===== src/rtl/xyr_pkg.sv =====
package xyr_pkg;

  // Sizing
  localparam int QueueDepth = 16;
  localparam int PortCount  = 5;
  localparam int FlitBits   = 32;
  localparam int PortW      = 3;
  localparam int PtrW       = $clog2(QueueDepth);
  localparam int CntW       = $clog2(QueueDepth + 1);
  localparam int CoordW     = 8;
  localparam int CfgIdxW    = 2;
  localparam int CfgDataW   = 8;

  // Destination fields inside a flit
  localparam int DstXLsb = 24;
  localparam int DstYLsb = 16;

  // Port codes
  localparam logic [PortW-1:0] PortEast  = 3'd0;
  localparam logic [PortW-1:0] PortWest  = 3'd1;
  localparam logic [PortW-1:0] PortNorth = 3'd2;
  localparam logic [PortW-1:0] PortSouth = 3'd3;
  localparam logic [PortW-1:0] PortLocal = 3'd4;

  // Operation codes
  localparam logic OpArrive = 1'b0;
  localparam logic OpTick   = 1'b1;

  // Result status codes
  localparam logic StatusFwd  = 1'b0;
  localparam logic StatusDrop = 1'b1;

  // Configuration register indexes
  localparam logic [CfgIdxW-1:0] CfgRouterX   = 2'd0;
  localparam logic [CfgIdxW-1:0] CfgRouterY   = 2'd1;
  localparam logic [CfgIdxW-1:0] CfgConnPorts = 2'd2;

  localparam logic [PortCount-1:0] ConnPortsReset = '1;

  typedef struct packed {
    logic                op;
    logic [PortW-1:0]    in_port;
    logic [FlitBits-1:0] flit;
  } in_item_t;

  typedef struct packed {
    logic                status;
    logic [PortW-1:0]    out_port;
    logic [FlitBits-1:0] out_flit;
  } out_item_t;

  // Queue control from the router core
  typedef struct packed {
    logic push;
    logic pop;
  } fifo_ctrl_t;

  // Queue status back to the router core
  typedef struct packed {
    logic [CntW-1:0]     count;
    logic [FlitBits-1:0] head_flit;
  } fifo_stat_t;

  // Dimension-ordered routing: X first, then Y
  function automatic logic [PortW-1:0] xy_route(input logic [FlitBits-1:0] f,
                                                 input logic [CoordW-1:0]  rx,
                                                 input logic [CoordW-1:0]  ry);
    logic [CoordW-1:0] tx;
    logic [CoordW-1:0] ty;
    logic [PortW-1:0]  port;
    tx = f[DstXLsb +: CoordW];
    ty = f[DstYLsb +: CoordW];
    if (rx == tx) begin
      if (ry == ty) begin
        port = PortLocal;
      end else if (ry > ty) begin
        port = PortSouth;
      end else begin
        port = PortNorth;
      end
    end else if (rx > tx) begin
      port = PortWest;
    end else begin
      port = PortEast;
    end
    return port;
  endfunction

endpackage


===== src/rtl/xy_wormhole_router_5port_top.sv =====
// Path: a result passes through the input register and then the result register.
// Throughput: one item (flit arrival or router tick) per cycle while the result side keeps up;
// the single queue-update stage between the two registers sets that rate.
// Reset: all queues empty, local port polled first, arbitration mode, coordinates 0,
// all five links connected. Queue storage is not cleared.
module xy_wormhole_router_5port_top (
  input  logic                           clk_i,
  input  logic                           rst_ni,
  input  logic                           in_valid_i,
  output logic                           in_ready_o,
  input  xyr_pkg::in_item_t              in_item_i,
  output logic                           out_valid_o,
  input  logic                           out_ready_i,
  output xyr_pkg::out_item_t             out_item_o,
  input  logic                           cfg_valid_i,
  output logic                           cfg_ready_o,
  input  logic [xyr_pkg::CfgIdxW-1:0]    cfg_index_i,
  input  logic [xyr_pkg::CfgDataW-1:0]   cfg_data_i
);

  // Pipeline registers
  logic                  in_valid_q;
  xyr_pkg::in_item_t     in_q;
  logic                  out_valid_q;
  xyr_pkg::out_item_t    out_q;

  // Configuration
  logic [xyr_pkg::CoordW-1:0]    rx_q, ry_q;
  logic [xyr_pkg::PortCount-1:0] conn_q;

  // Arbiter state
  logic [xyr_pkg::PortW-1:0] poll_q, poll_d;
  logic                      worm_q, worm_d;
  logic [xyr_pkg::PortW-1:0] src_q, src_d;
  logic [xyr_pkg::PortW-1:0] tgt_q, tgt_d;
  logic [xyr_pkg::CntW-1:0]  left_q, left_d;

  xyr_pkg::fifo_ctrl_t ctrl [xyr_pkg::PortCount];
  xyr_pkg::fifo_stat_t stat [xyr_pkg::PortCount];

  logic                out_free, advance;
  logic                res_valid;
  xyr_pkg::out_item_t  res;

  assign out_free   = !out_valid_q || out_ready_i;
  assign advance    = in_valid_q && out_free;
  assign in_ready_o = !in_valid_q || out_free;
  assign cfg_ready_o = 1'b1;

  // Per-port input queues
  for (genvar p = 0; p < xyr_pkg::PortCount; p++) begin : g_fifo
    xyr_fifo u_fifo (
      .clk_i  (clk_i),
      .rst_ni (rst_ni),
      .ctrl_i (ctrl[p]),
      .wdata_i(in_q.flit),
      .stat_o (stat[p])
    );
  end

  // Item processing: arrival, wormhole forward, or arbitration poll
  always_comb begin
    logic drop;
    xyr_pkg::fifo_stat_t sel;
    for (int p = 0; p < xyr_pkg::PortCount; p++) begin
      ctrl[p] = '0;
    end
    res_valid = 1'b0;
    res       = '0;
    poll_d    = poll_q;
    worm_d    = worm_q;
    src_d     = src_q;
    tgt_d     = tgt_q;
    left_d    = left_q;
    drop      = 1'b1;
    sel       = stat[worm_q ? src_q : poll_q];
    if (advance) begin
      unique case (in_q.op)
        xyr_pkg::OpArrive: begin
          if (in_q.in_port < xyr_pkg::PortW'(xyr_pkg::PortCount)) begin
            if (conn_q[in_q.in_port] &&
                stat[in_q.in_port].count < xyr_pkg::CntW'(xyr_pkg::QueueDepth)) begin
              drop = 1'b0;
              ctrl[in_q.in_port].push = 1'b1;
            end
          end
          if (drop) begin
            res_valid    = 1'b1;
            res.status   = xyr_pkg::StatusDrop;
            res.out_port = in_q.in_port;
            res.out_flit = in_q.flit;
          end
        end
        xyr_pkg::OpTick: begin
          if (worm_q) begin
            ctrl[src_q].pop = 1'b1;
            res_valid    = 1'b1;
            res.status   = xyr_pkg::StatusFwd;
            res.out_port = tgt_q;
            res.out_flit = (sel.count != '0) ? sel.head_flit : '0;
            if (left_q != '0) begin
              left_d = left_q - 1'b1;
            end
            if (left_d == '0) begin
              worm_d = 1'b0;
            end
          end else begin
            if (conn_q[poll_q] && sel.count != '0) begin
              worm_d = 1'b1;
              src_d  = poll_q;
              tgt_d  = xyr_pkg::xy_route(sel.head_flit, rx_q, ry_q);
              left_d = sel.count;
            end
            poll_d = (poll_q == xyr_pkg::PortLocal) ? xyr_pkg::PortEast : poll_q + 1'b1;
          end
        end
        default: ;
      endcase
    end
  end

  // Control registers
  always_ff @(posedge clk_i or negedge rst_ni) begin
    if (!rst_ni) begin
      in_valid_q  <= 1'b0;
      out_valid_q <= 1'b0;
      poll_q      <= xyr_pkg::PortLocal;
      worm_q      <= 1'b0;
      src_q       <= '0;
      tgt_q       <= '0;
      left_q      <= '0;
      rx_q        <= '0;
      ry_q        <= '0;
      conn_q      <= xyr_pkg::ConnPortsReset;
    end else begin
      if (in_ready_o) begin
        in_valid_q <= in_valid_i;
      end
      if (out_free) begin
        out_valid_q <= advance && res_valid;
      end
      poll_q <= poll_d;
      worm_q <= worm_d;
      src_q  <= src_d;
      tgt_q  <= tgt_d;
      left_q <= left_d;
      // Configuration transfer
      if (cfg_valid_i) begin
        unique case (cfg_index_i)
          xyr_pkg::CfgRouterX:   rx_q   <= cfg_data_i;
          xyr_pkg::CfgRouterY:   ry_q   <= cfg_data_i;
          xyr_pkg::CfgConnPorts: conn_q <= cfg_data_i[xyr_pkg::PortCount-1:0];
          default: ;
        endcase
      end
    end
  end

  // Payload registers
  always_ff @(posedge clk_i) begin
    if (in_valid_i && in_ready_o) begin
      in_q <= in_item_i;
    end
    if (advance && res_valid) begin
      out_q <= res;
    end
  end

  assign out_valid_o = out_valid_q;
  assign out_item_o  = out_q;

endmodule


===== src/rtl/xyr_fifo.sv =====
module xyr_fifo (
  input  logic                          clk_i,
  input  logic                          rst_ni,
  input  xyr_pkg::fifo_ctrl_t           ctrl_i,
  input  logic [xyr_pkg::FlitBits-1:0]  wdata_i,
  output xyr_pkg::fifo_stat_t           stat_o
);

  logic [xyr_pkg::FlitBits-1:0] store_q [xyr_pkg::QueueDepth];
  logic [xyr_pkg::PtrW-1:0]     head_q, head_d;
  logic [xyr_pkg::CntW-1:0]     count_q, count_d;
  logic [xyr_pkg::PtrW-1:0]     tail;
  logic [xyr_pkg::CntW:0]       tail_sum;
  logic                         do_push, do_pop;

  // Pop only when there is something to pop; push is gated by the core
  assign do_push = ctrl_i.push;
  assign do_pop  = ctrl_i.pop && (count_q != '0);

  // Tail slot with wrap
  always_comb begin
    tail_sum = {1'b0, (xyr_pkg::CntW)'(head_q)} + {1'b0, count_q};
    if (tail_sum >= (xyr_pkg::CntW + 1)'(xyr_pkg::QueueDepth)) begin
      tail_sum = tail_sum - (xyr_pkg::CntW + 1)'(xyr_pkg::QueueDepth);
    end
    tail = tail_sum[xyr_pkg::PtrW-1:0];
  end

  // Pointer and count update
  always_comb begin
    head_d  = head_q;
    count_d = count_q;
    if (do_pop) begin
      head_d  = (head_q == xyr_pkg::PtrW'(xyr_pkg::QueueDepth - 1)) ? '0 : head_q + 1'b1;
      count_d = count_q - 1'b1;
    end else if (do_push) begin
      count_d = count_q + 1'b1;
    end
  end

  always_ff @(posedge clk_i or negedge rst_ni) begin
    if (!rst_ni) begin
      head_q  <= '0;
      count_q <= '0;
    end else begin
      head_q  <= head_d;
      count_q <= count_d;
    end
  end

  // Flit storage, no reset
  always_ff @(posedge clk_i) begin
    if (do_push) begin
      store_q[tail] <= wdata_i;
    end
  end

  assign stat_o.count     = count_q;
  assign stat_o.head_flit = store_q[head_q];

endmodule


===== config.mk =====
export PLATFORM = sky130hd
export DESIGN_NAME = xy_wormhole_router_5port_top
export DESIGN_NICKNAME = d
export VERILOG_FILES = /design/src/rtl/xyr_pkg.sv /design/src/rtl/xy_wormhole_router_5port_top.sv /design/src/rtl/xyr_fifo.sv
export SDC_FILE = /design/constraint.sdc
export NUM_CORES = 2
export LEC_CHECK = 0
export BUFFER_PORTS_ARGS = -buffer_cell sky130_fd_sc_hd__buf_2
export CORE_MARGIN = 2
export CORE_UTILIZATION = 60
export CTS_CLUSTER_DIAMETER = 120
export DETAILED_ROUTE_END_ITERATION = 16
export PLACE_DENSITY = 0.81
export SYNTH_ARGS = -nofsm -noshare
export SYNTH_HDL_FRONTEND = slang
export SYNTH_HIERARCHICAL = 1
export SYNTH_SLANG_ARGS = --single-unit

===== constraint.sdc =====
create_clock -name clk_i -period 5.79 [get_ports clk_i]
set_input_delay 0 -clock clk_i [delete_from_list [all_inputs] [get_ports clk_i]]
set_output_delay 0 -clock clk_i [all_outputs]
set_load 0.02 [all_outputs]

Yosys cells after proc, flatten, opt, wreduce, memory -nomap -nowiden
Memories as Yosys holds them, arrays and structs flattened.
Cells that the tools add are included.

operators by class
  shift-type cells = 0
  mux-type cells = 76
  div/mod/pow operators = 0
  equality and inequality tests = 10
  $mul = 0
  bitwise operators = 5
  reduce and logical (&&, ||, !) cells = 38
  add/subtract/negate cells = 27
  magnitude comparators = 16

operators by type and width
  operator                                                               number
  37-bit binary-select mux with 3-bit select                             2
  37-bit two-way mux                                                     4
  5-bit two-way mux                                                      16
  36-bit case mux with 2 select lines                                    1
  4-bit two-way mux                                                      10
  36-bit two-way mux                                                     1
  35-bit two-way mux                                                     1
  5-bit nonzero test                                                     7
  32-bit two-way mux                                                     1
  4-bit by 5-bit adder with 6-bit output                                 5
  6-bit by 5-bit >= comparator with 1-bit output, second input constant  5
  10-bit two-way mux                                                     3
  5-bit by 1-bit subtractor with 5-bit output, second input constant     6
  5-bit by 1-bit adder with 5-bit output, second input constant          5
  1-bit two-way mux                                                      25
  4-bit by 1-bit adder with 4-bit output, second input constant          5
  4-bit equality test, second input constant                             5
  10-bit case mux with 2 select lines                                    1
  4-bit by 1-bit subtractor with 4-bit output, second input constant     5
  8-bit equality test                                                    2
  8-bit > comparator                                                     2
  2-bit demux with 3-bit select                                          2
  4-bit >= comparator, second input constant                             3
  1-bit logical AND                                                      12
  other kinds (23)                                                       43

word-level totals
  bits in registers = 155
  bits of input ports = 51
  output and inout bits = 39
  RAM bits = 2560
  ROM bits = 0
  memories kept = 5
  word-level logic and storage cells = 203
  bits in latches = 0

memory list
  memory                    words  bits a word  read ports  clocked after memory_dff  wr ports  RTL line       RTL
  g_fifo[0].u_fifo.store_q  16     32           1           0                         1         xyr_fifo.sv:9  logic [xyr_pkg::FlitBits-1:0] store_q [xyr_pkg::QueueDepth];
  g_fifo[1].u_fifo.store_q  16     32           1           0                         1         xyr_fifo.sv:9
  g_fifo[2].u_fifo.store_q  16     32           1           0                         1         xyr_fifo.sv:9
  g_fifo[3].u_fifo.store_q  16     32           1           0                         1         xyr_fifo.sv:9
  g_fifo[4].u_fifo.store_q  16     32           1           0                         1         xyr_fifo.sv:9

Longest topological paths before layout
  word-level depth = 14
  gate-level depth with buffers = 18
  depth with buffers taken out = 15

Hierarchy
Netlist, hierarchy kept.

modules (own cells, without submodules)
  module                            seq. area each (um^2)  times used  cells each  area an instance (um^2)
  xyr_fifo at g_fifo[1].u_fifo ...  15600.0                3           874         19915.4
  xyr_fifo at g_fifo[0].u_fifo      15600.0                1           1001        20300.7
  xyr_fifo at g_fifo[4].u_fifo      15600.0                1           879         19912.8
  xy_wormhole_router_5port_top      3120.5                 1           517         6322.3

Least setup slack after synthesis
OpenSTA, ideal clock, no wires.

  kind = reg-to-reg
  from = reg g_fifo[3].u_fifo/count_q[4] in the netlist's numbering
  to = mem g_fifo[0].u_fifo/store_q[0][0] in the netlist's numbering (enable)
  setup time = 461 ps
  required time = 5329 ps
  clock period less this slack = 4856 ps
  path slack = 934 ps
  arrival = 4395 ps
  cell stages (with the launch flop) = 9
  path buffers = 1
  cells stage by stage = dfrtp_1 -> nand2b_1 -> a311o_1 -> a21oi_1 -> nand2_1 -> nor3_1 -> clkbuf_1 -> or3b_2 -> nor3_1

RTL lines
  what                      RTL line        RTL
  start: declaration        xyr_fifo.sv:11  logic [xyr_pkg::CntW-1:0] count_q, count_d;
  start signal: assignment  xyr_fifo.sv:47  count_q <= count_d;
  end: declaration          xyr_fifo.sv:9

==> out/results.ini <==
[logic_synthesis]
yosysSeqAreaShare_pct = 76.3
synthesis.nets = 5134
synthFlopType = edfxtp_1
async_flop_share_pct = 3.06
synth-edff-count = 2632
syn_inst = 5019
syn_area_per_cell_um2 = 21.2
synth_cell_types = 79
ys_warn_count = 6
syn_area_um2 = 106000
synth_seq_cells = 2715

[place]
hpwl_mm = 159
portBuffers = 88
dp_slack_ps = 1200
gp_congestion = 0.944

[timing]
worst_slack_ps = 1110
hold_viol = 0
max_freq_ghz = 0.214
timing.setup.tns_ps = 0
fin_skew_ps = 75.8
final.min_clock_period_ps = 4680
tightest_slew_ps = 1400
relSlewSlack_pct = 7.00
post-route-period-util_pct = 80.8
setup_viol = 0
rsz0062_at_grt = false
final-max-slew-violation-count = 0

[global_routing]
antenna_found_initial = 27
grt_max_degree = 82
grt_pass1_vias = 57400
grt_pass1_wl_mm = 426
grt-ovfl-total = 0
grt_usage_pct = 33.6

[drt]
first_pass_iters = 10
final_antenna_net_count = 0
drt-total-wl_mm = 301
avgViaCountPerCell = 7.27
post-route-drc-count = 0
vias = 57900
post_drt_wl_per_cell_um = 37.8
first_iter_violations = 10700

[setup_path]
ff2ff_path_depth = 14
r2r-start = g_fifo[0].u_fifo/head_q[1]
crit_path_cell_trace = and2_4, buf_4, a221oi_1, o21ai_0, nand2_1, mux2i_1, nand2_1, a32o_1, ha_1, nand4_1, nor2_1, nor2_1, a22o_1, mux2_4
crit_required_ps = 6620
critPathSlowestCell = dfrtp_4
cp-start-kind = flip-flop
end_kind = flip-flop
crit_end = tgt_q[0]
rr_endpoint = tgt_q[0]
crit_type = flip-flop to flip-flop
cp_max_fo = 35
r2r_setup_slack_ps = 1110
worstPathArrival_ps = 5510
max_stage_delay_ps = 770
startpoint = g_fifo[0].u_fifo/head_q[1]

[hold_path]
hold_class = input port to async pin

[power]
vdd_drop_max_uv = 398
p_leak_nw = 38.7
powerDensity_nw_per_um2 = 446
power_mw = 53.6

[clock_network]
cts_hold_buf = 102
cts_resized = 0
cts_setup_buffers = 0
clock_latency_ps = 950
clk_path_buf_depth = 4
clockRootBuffer = clkbuf_16
cts_tree = done
cts.sinks = 2715
cts-htree-levels = 5
cts_made_buffers = 279
clkSlewWorstSetupHoldPaths_ps = 70

[die]
rows = 154
dieWidth_um = 425
ios = 90
die_y_um = 425
die_area_um2 = 181000
floorplan.initialDensity_pct = 60.3
core_um2 = 176000

[finish]
nFillCells = 10100
syn_to_final_growth_pct = 13.1
finalNetCount = 5550
drive_above_1_share_pct = 25.7

[outcome]
status = complete, no violations

[run]
drv_cap = 0

metal layers:
layer  vias up  share of wire, %  track usage, %
met5         -             0.043               0
met4        16               6.6            17.9
met3      1030                14            9.41
met2      5412                47            52.5
met1     29600                32            43.2
li1      21900                 -               -
worst max-delay path, delay by kind of cell (launching register included):
family | cells | cell delay [ps]
AND/OR/NAND/NOR | 6 | 1180
multiplexers | 2 | 820
adder cells (fa/ha/maj) | 1 | 280
AO/OA/AOI/OAI | 4 | 1030
buffers and inverters | 1 | 490
flip-flops | 1 | 770
how the worst min path moves through the flow:
stage / endpoint / slack (ps) / cells after the start
floorplan: g_fifo[0].u_fifo/count_q[0] / -300 / 0
global placement: ry_q[4] / -50 / 1
detailed placement: ry_q[4] / -50 / 1
CTS: tgt_q[2] / 80 / 4
global route: rx_q[1] / 170 / 4
finish: tgt_q[1] / 140 / 4
cells by family (layout without fill, tap and decap cells):
family	Yosys count	count (layout)	synth area share [%]
flops	2715	2715	76.3
mux	800	800	14.8
compound gates	605	605	4.14
buf+inv	299	901	1.41
simple gates	492	492	2.14
xor+xnor	43	43	0.354
other cells	1	9	0.00353
fa+ha+maj	64	64	0.824
power by group:
| part | internal, mW | leakage (nW) | switching, mW |
|---|---|---|---|
| clock | 9.82 | 4.13 | 7.40 |
| combinational | 5.39 | 9.82 | 7.70 |
| sequential | 22.1 | 24.7 | 1.18 |
cells in the mapped netlist, drive strengths merged, types with 3 or more instances:
| master | instances | area share, % |
|---|---|---|
| a32o | 4 | 0.038 |
| nand4 | 11 | 0.065 |
| a221oi | 65 | 0.54 |
| nand2 | 245 | 0.87 |
| o21ai | 98 | 0.50 |
| o31ai | 3 | 0.021 |
| fa | 10 | 0.19 |
| buf | 153 | 0.88 |
| nand3 | 18 | 0.085 |
| ha | 54 | 0.64 |
| a21o | 29 | 0.21 |
| edfxtp | 2632 | 74 |
| xnor2 | 24 | 0.20 |
| o32ai | 8 | 0.073 |
| dfstp | 6 | 0.15 |
| a22oi | 322 | 2.3 |
| and2 | 13 | 0.079 |
| mux4 | 607 | 13 |
| nor2b | 17 | 0.10 |
| a21oi | 35 | 0.16 |
| nor4 | 3 | 0.018 |
| nand2b | 11 | 0.065 |
| nor2 | 111 | 0.46 |
| nor3 | 23 | 0.11 |
| o211ai | 11 | 0.078 |
| a22o | 7 | 0.058 |
| or3 | 8 | 0.047 |
| nand3b | 15 | 0.11 |
| xor2 | 19 | 0.16 |
| mux2 | 36 | 0.42 |
| a211oi | 7 | 0.049 |
| clkbuf | 113 | 0.40 |
| or4 | 4 | 0.042 |
| dfrtp | 77 | 1.8 |
| inv | 33 | 0.13 |
| mux2i | 157 | 1.5 |
| nor3b | 3 | 0.021 |
stage by stage:
step / util [%] / instance area, µm² / hold slack, ps / cells
floorplan: - / 106000 / -296 / 5019
global placement: 62.8 / 111000 / -51.7 / 7390
detailed placement: 62.8 / 111000 / -53.6 / 7390
CTS: 68.2 / 120000 / 84.8 / 7959
global route: 68.3 / 120000 / 172 / 7962
finish: 68.3 / 120000 / 139 / 7969
state kept, by name, summed over array words and instances (netlist names):
signal / cells
left_q: 5
g_fifo.u_fifo/head_q: 20
ry_q: 8
in_q: 36
src_q: 3
out_item_o: 36
g_fifo.u_fifo/store_q: 2560
conn_q: 5
rx_q: 8
g_fifo.u_fifo/count_q: 25
tgt_q: 3
in_valid_q: 1
out_valid_o: 1
worm_q: 1
poll_q: 3
layout make-up:
class / instances / area [µm²] / area share [%]
antenna: 8 / 20.0 / 0.0167
clock buffer: 352 / 7480 / 6.22
clock inverter: 115 / 972 / 0.809
inverter: 33 / 134 / 0.111
multi-input combinational: 2005 / 24300 / 20.2
sequential: 2715 / 81200 / 67.5
tap: 2340 / 2930 / 2.44
timing repair buffer: 401 / 3220 / 2.68
placed cells by master (no fill, tap or decap), drive strengths merged, types with 54 or more instances in the layout:
cell,Yosys,routed
dfrtp,77,77
clkinv,0,84
buf,153,300
dlygate4sd3,0,101
a22oi,322,322
edfxtp,2632,2632
nand2,245,245
clkbuf,113,352
a221oi,65,65
mux4,607,607
nor2,111,111
o21ai,98,98
mux2i,157,157
ha,54,54
No activity file was read; power rests on OpenSTA's default activity.
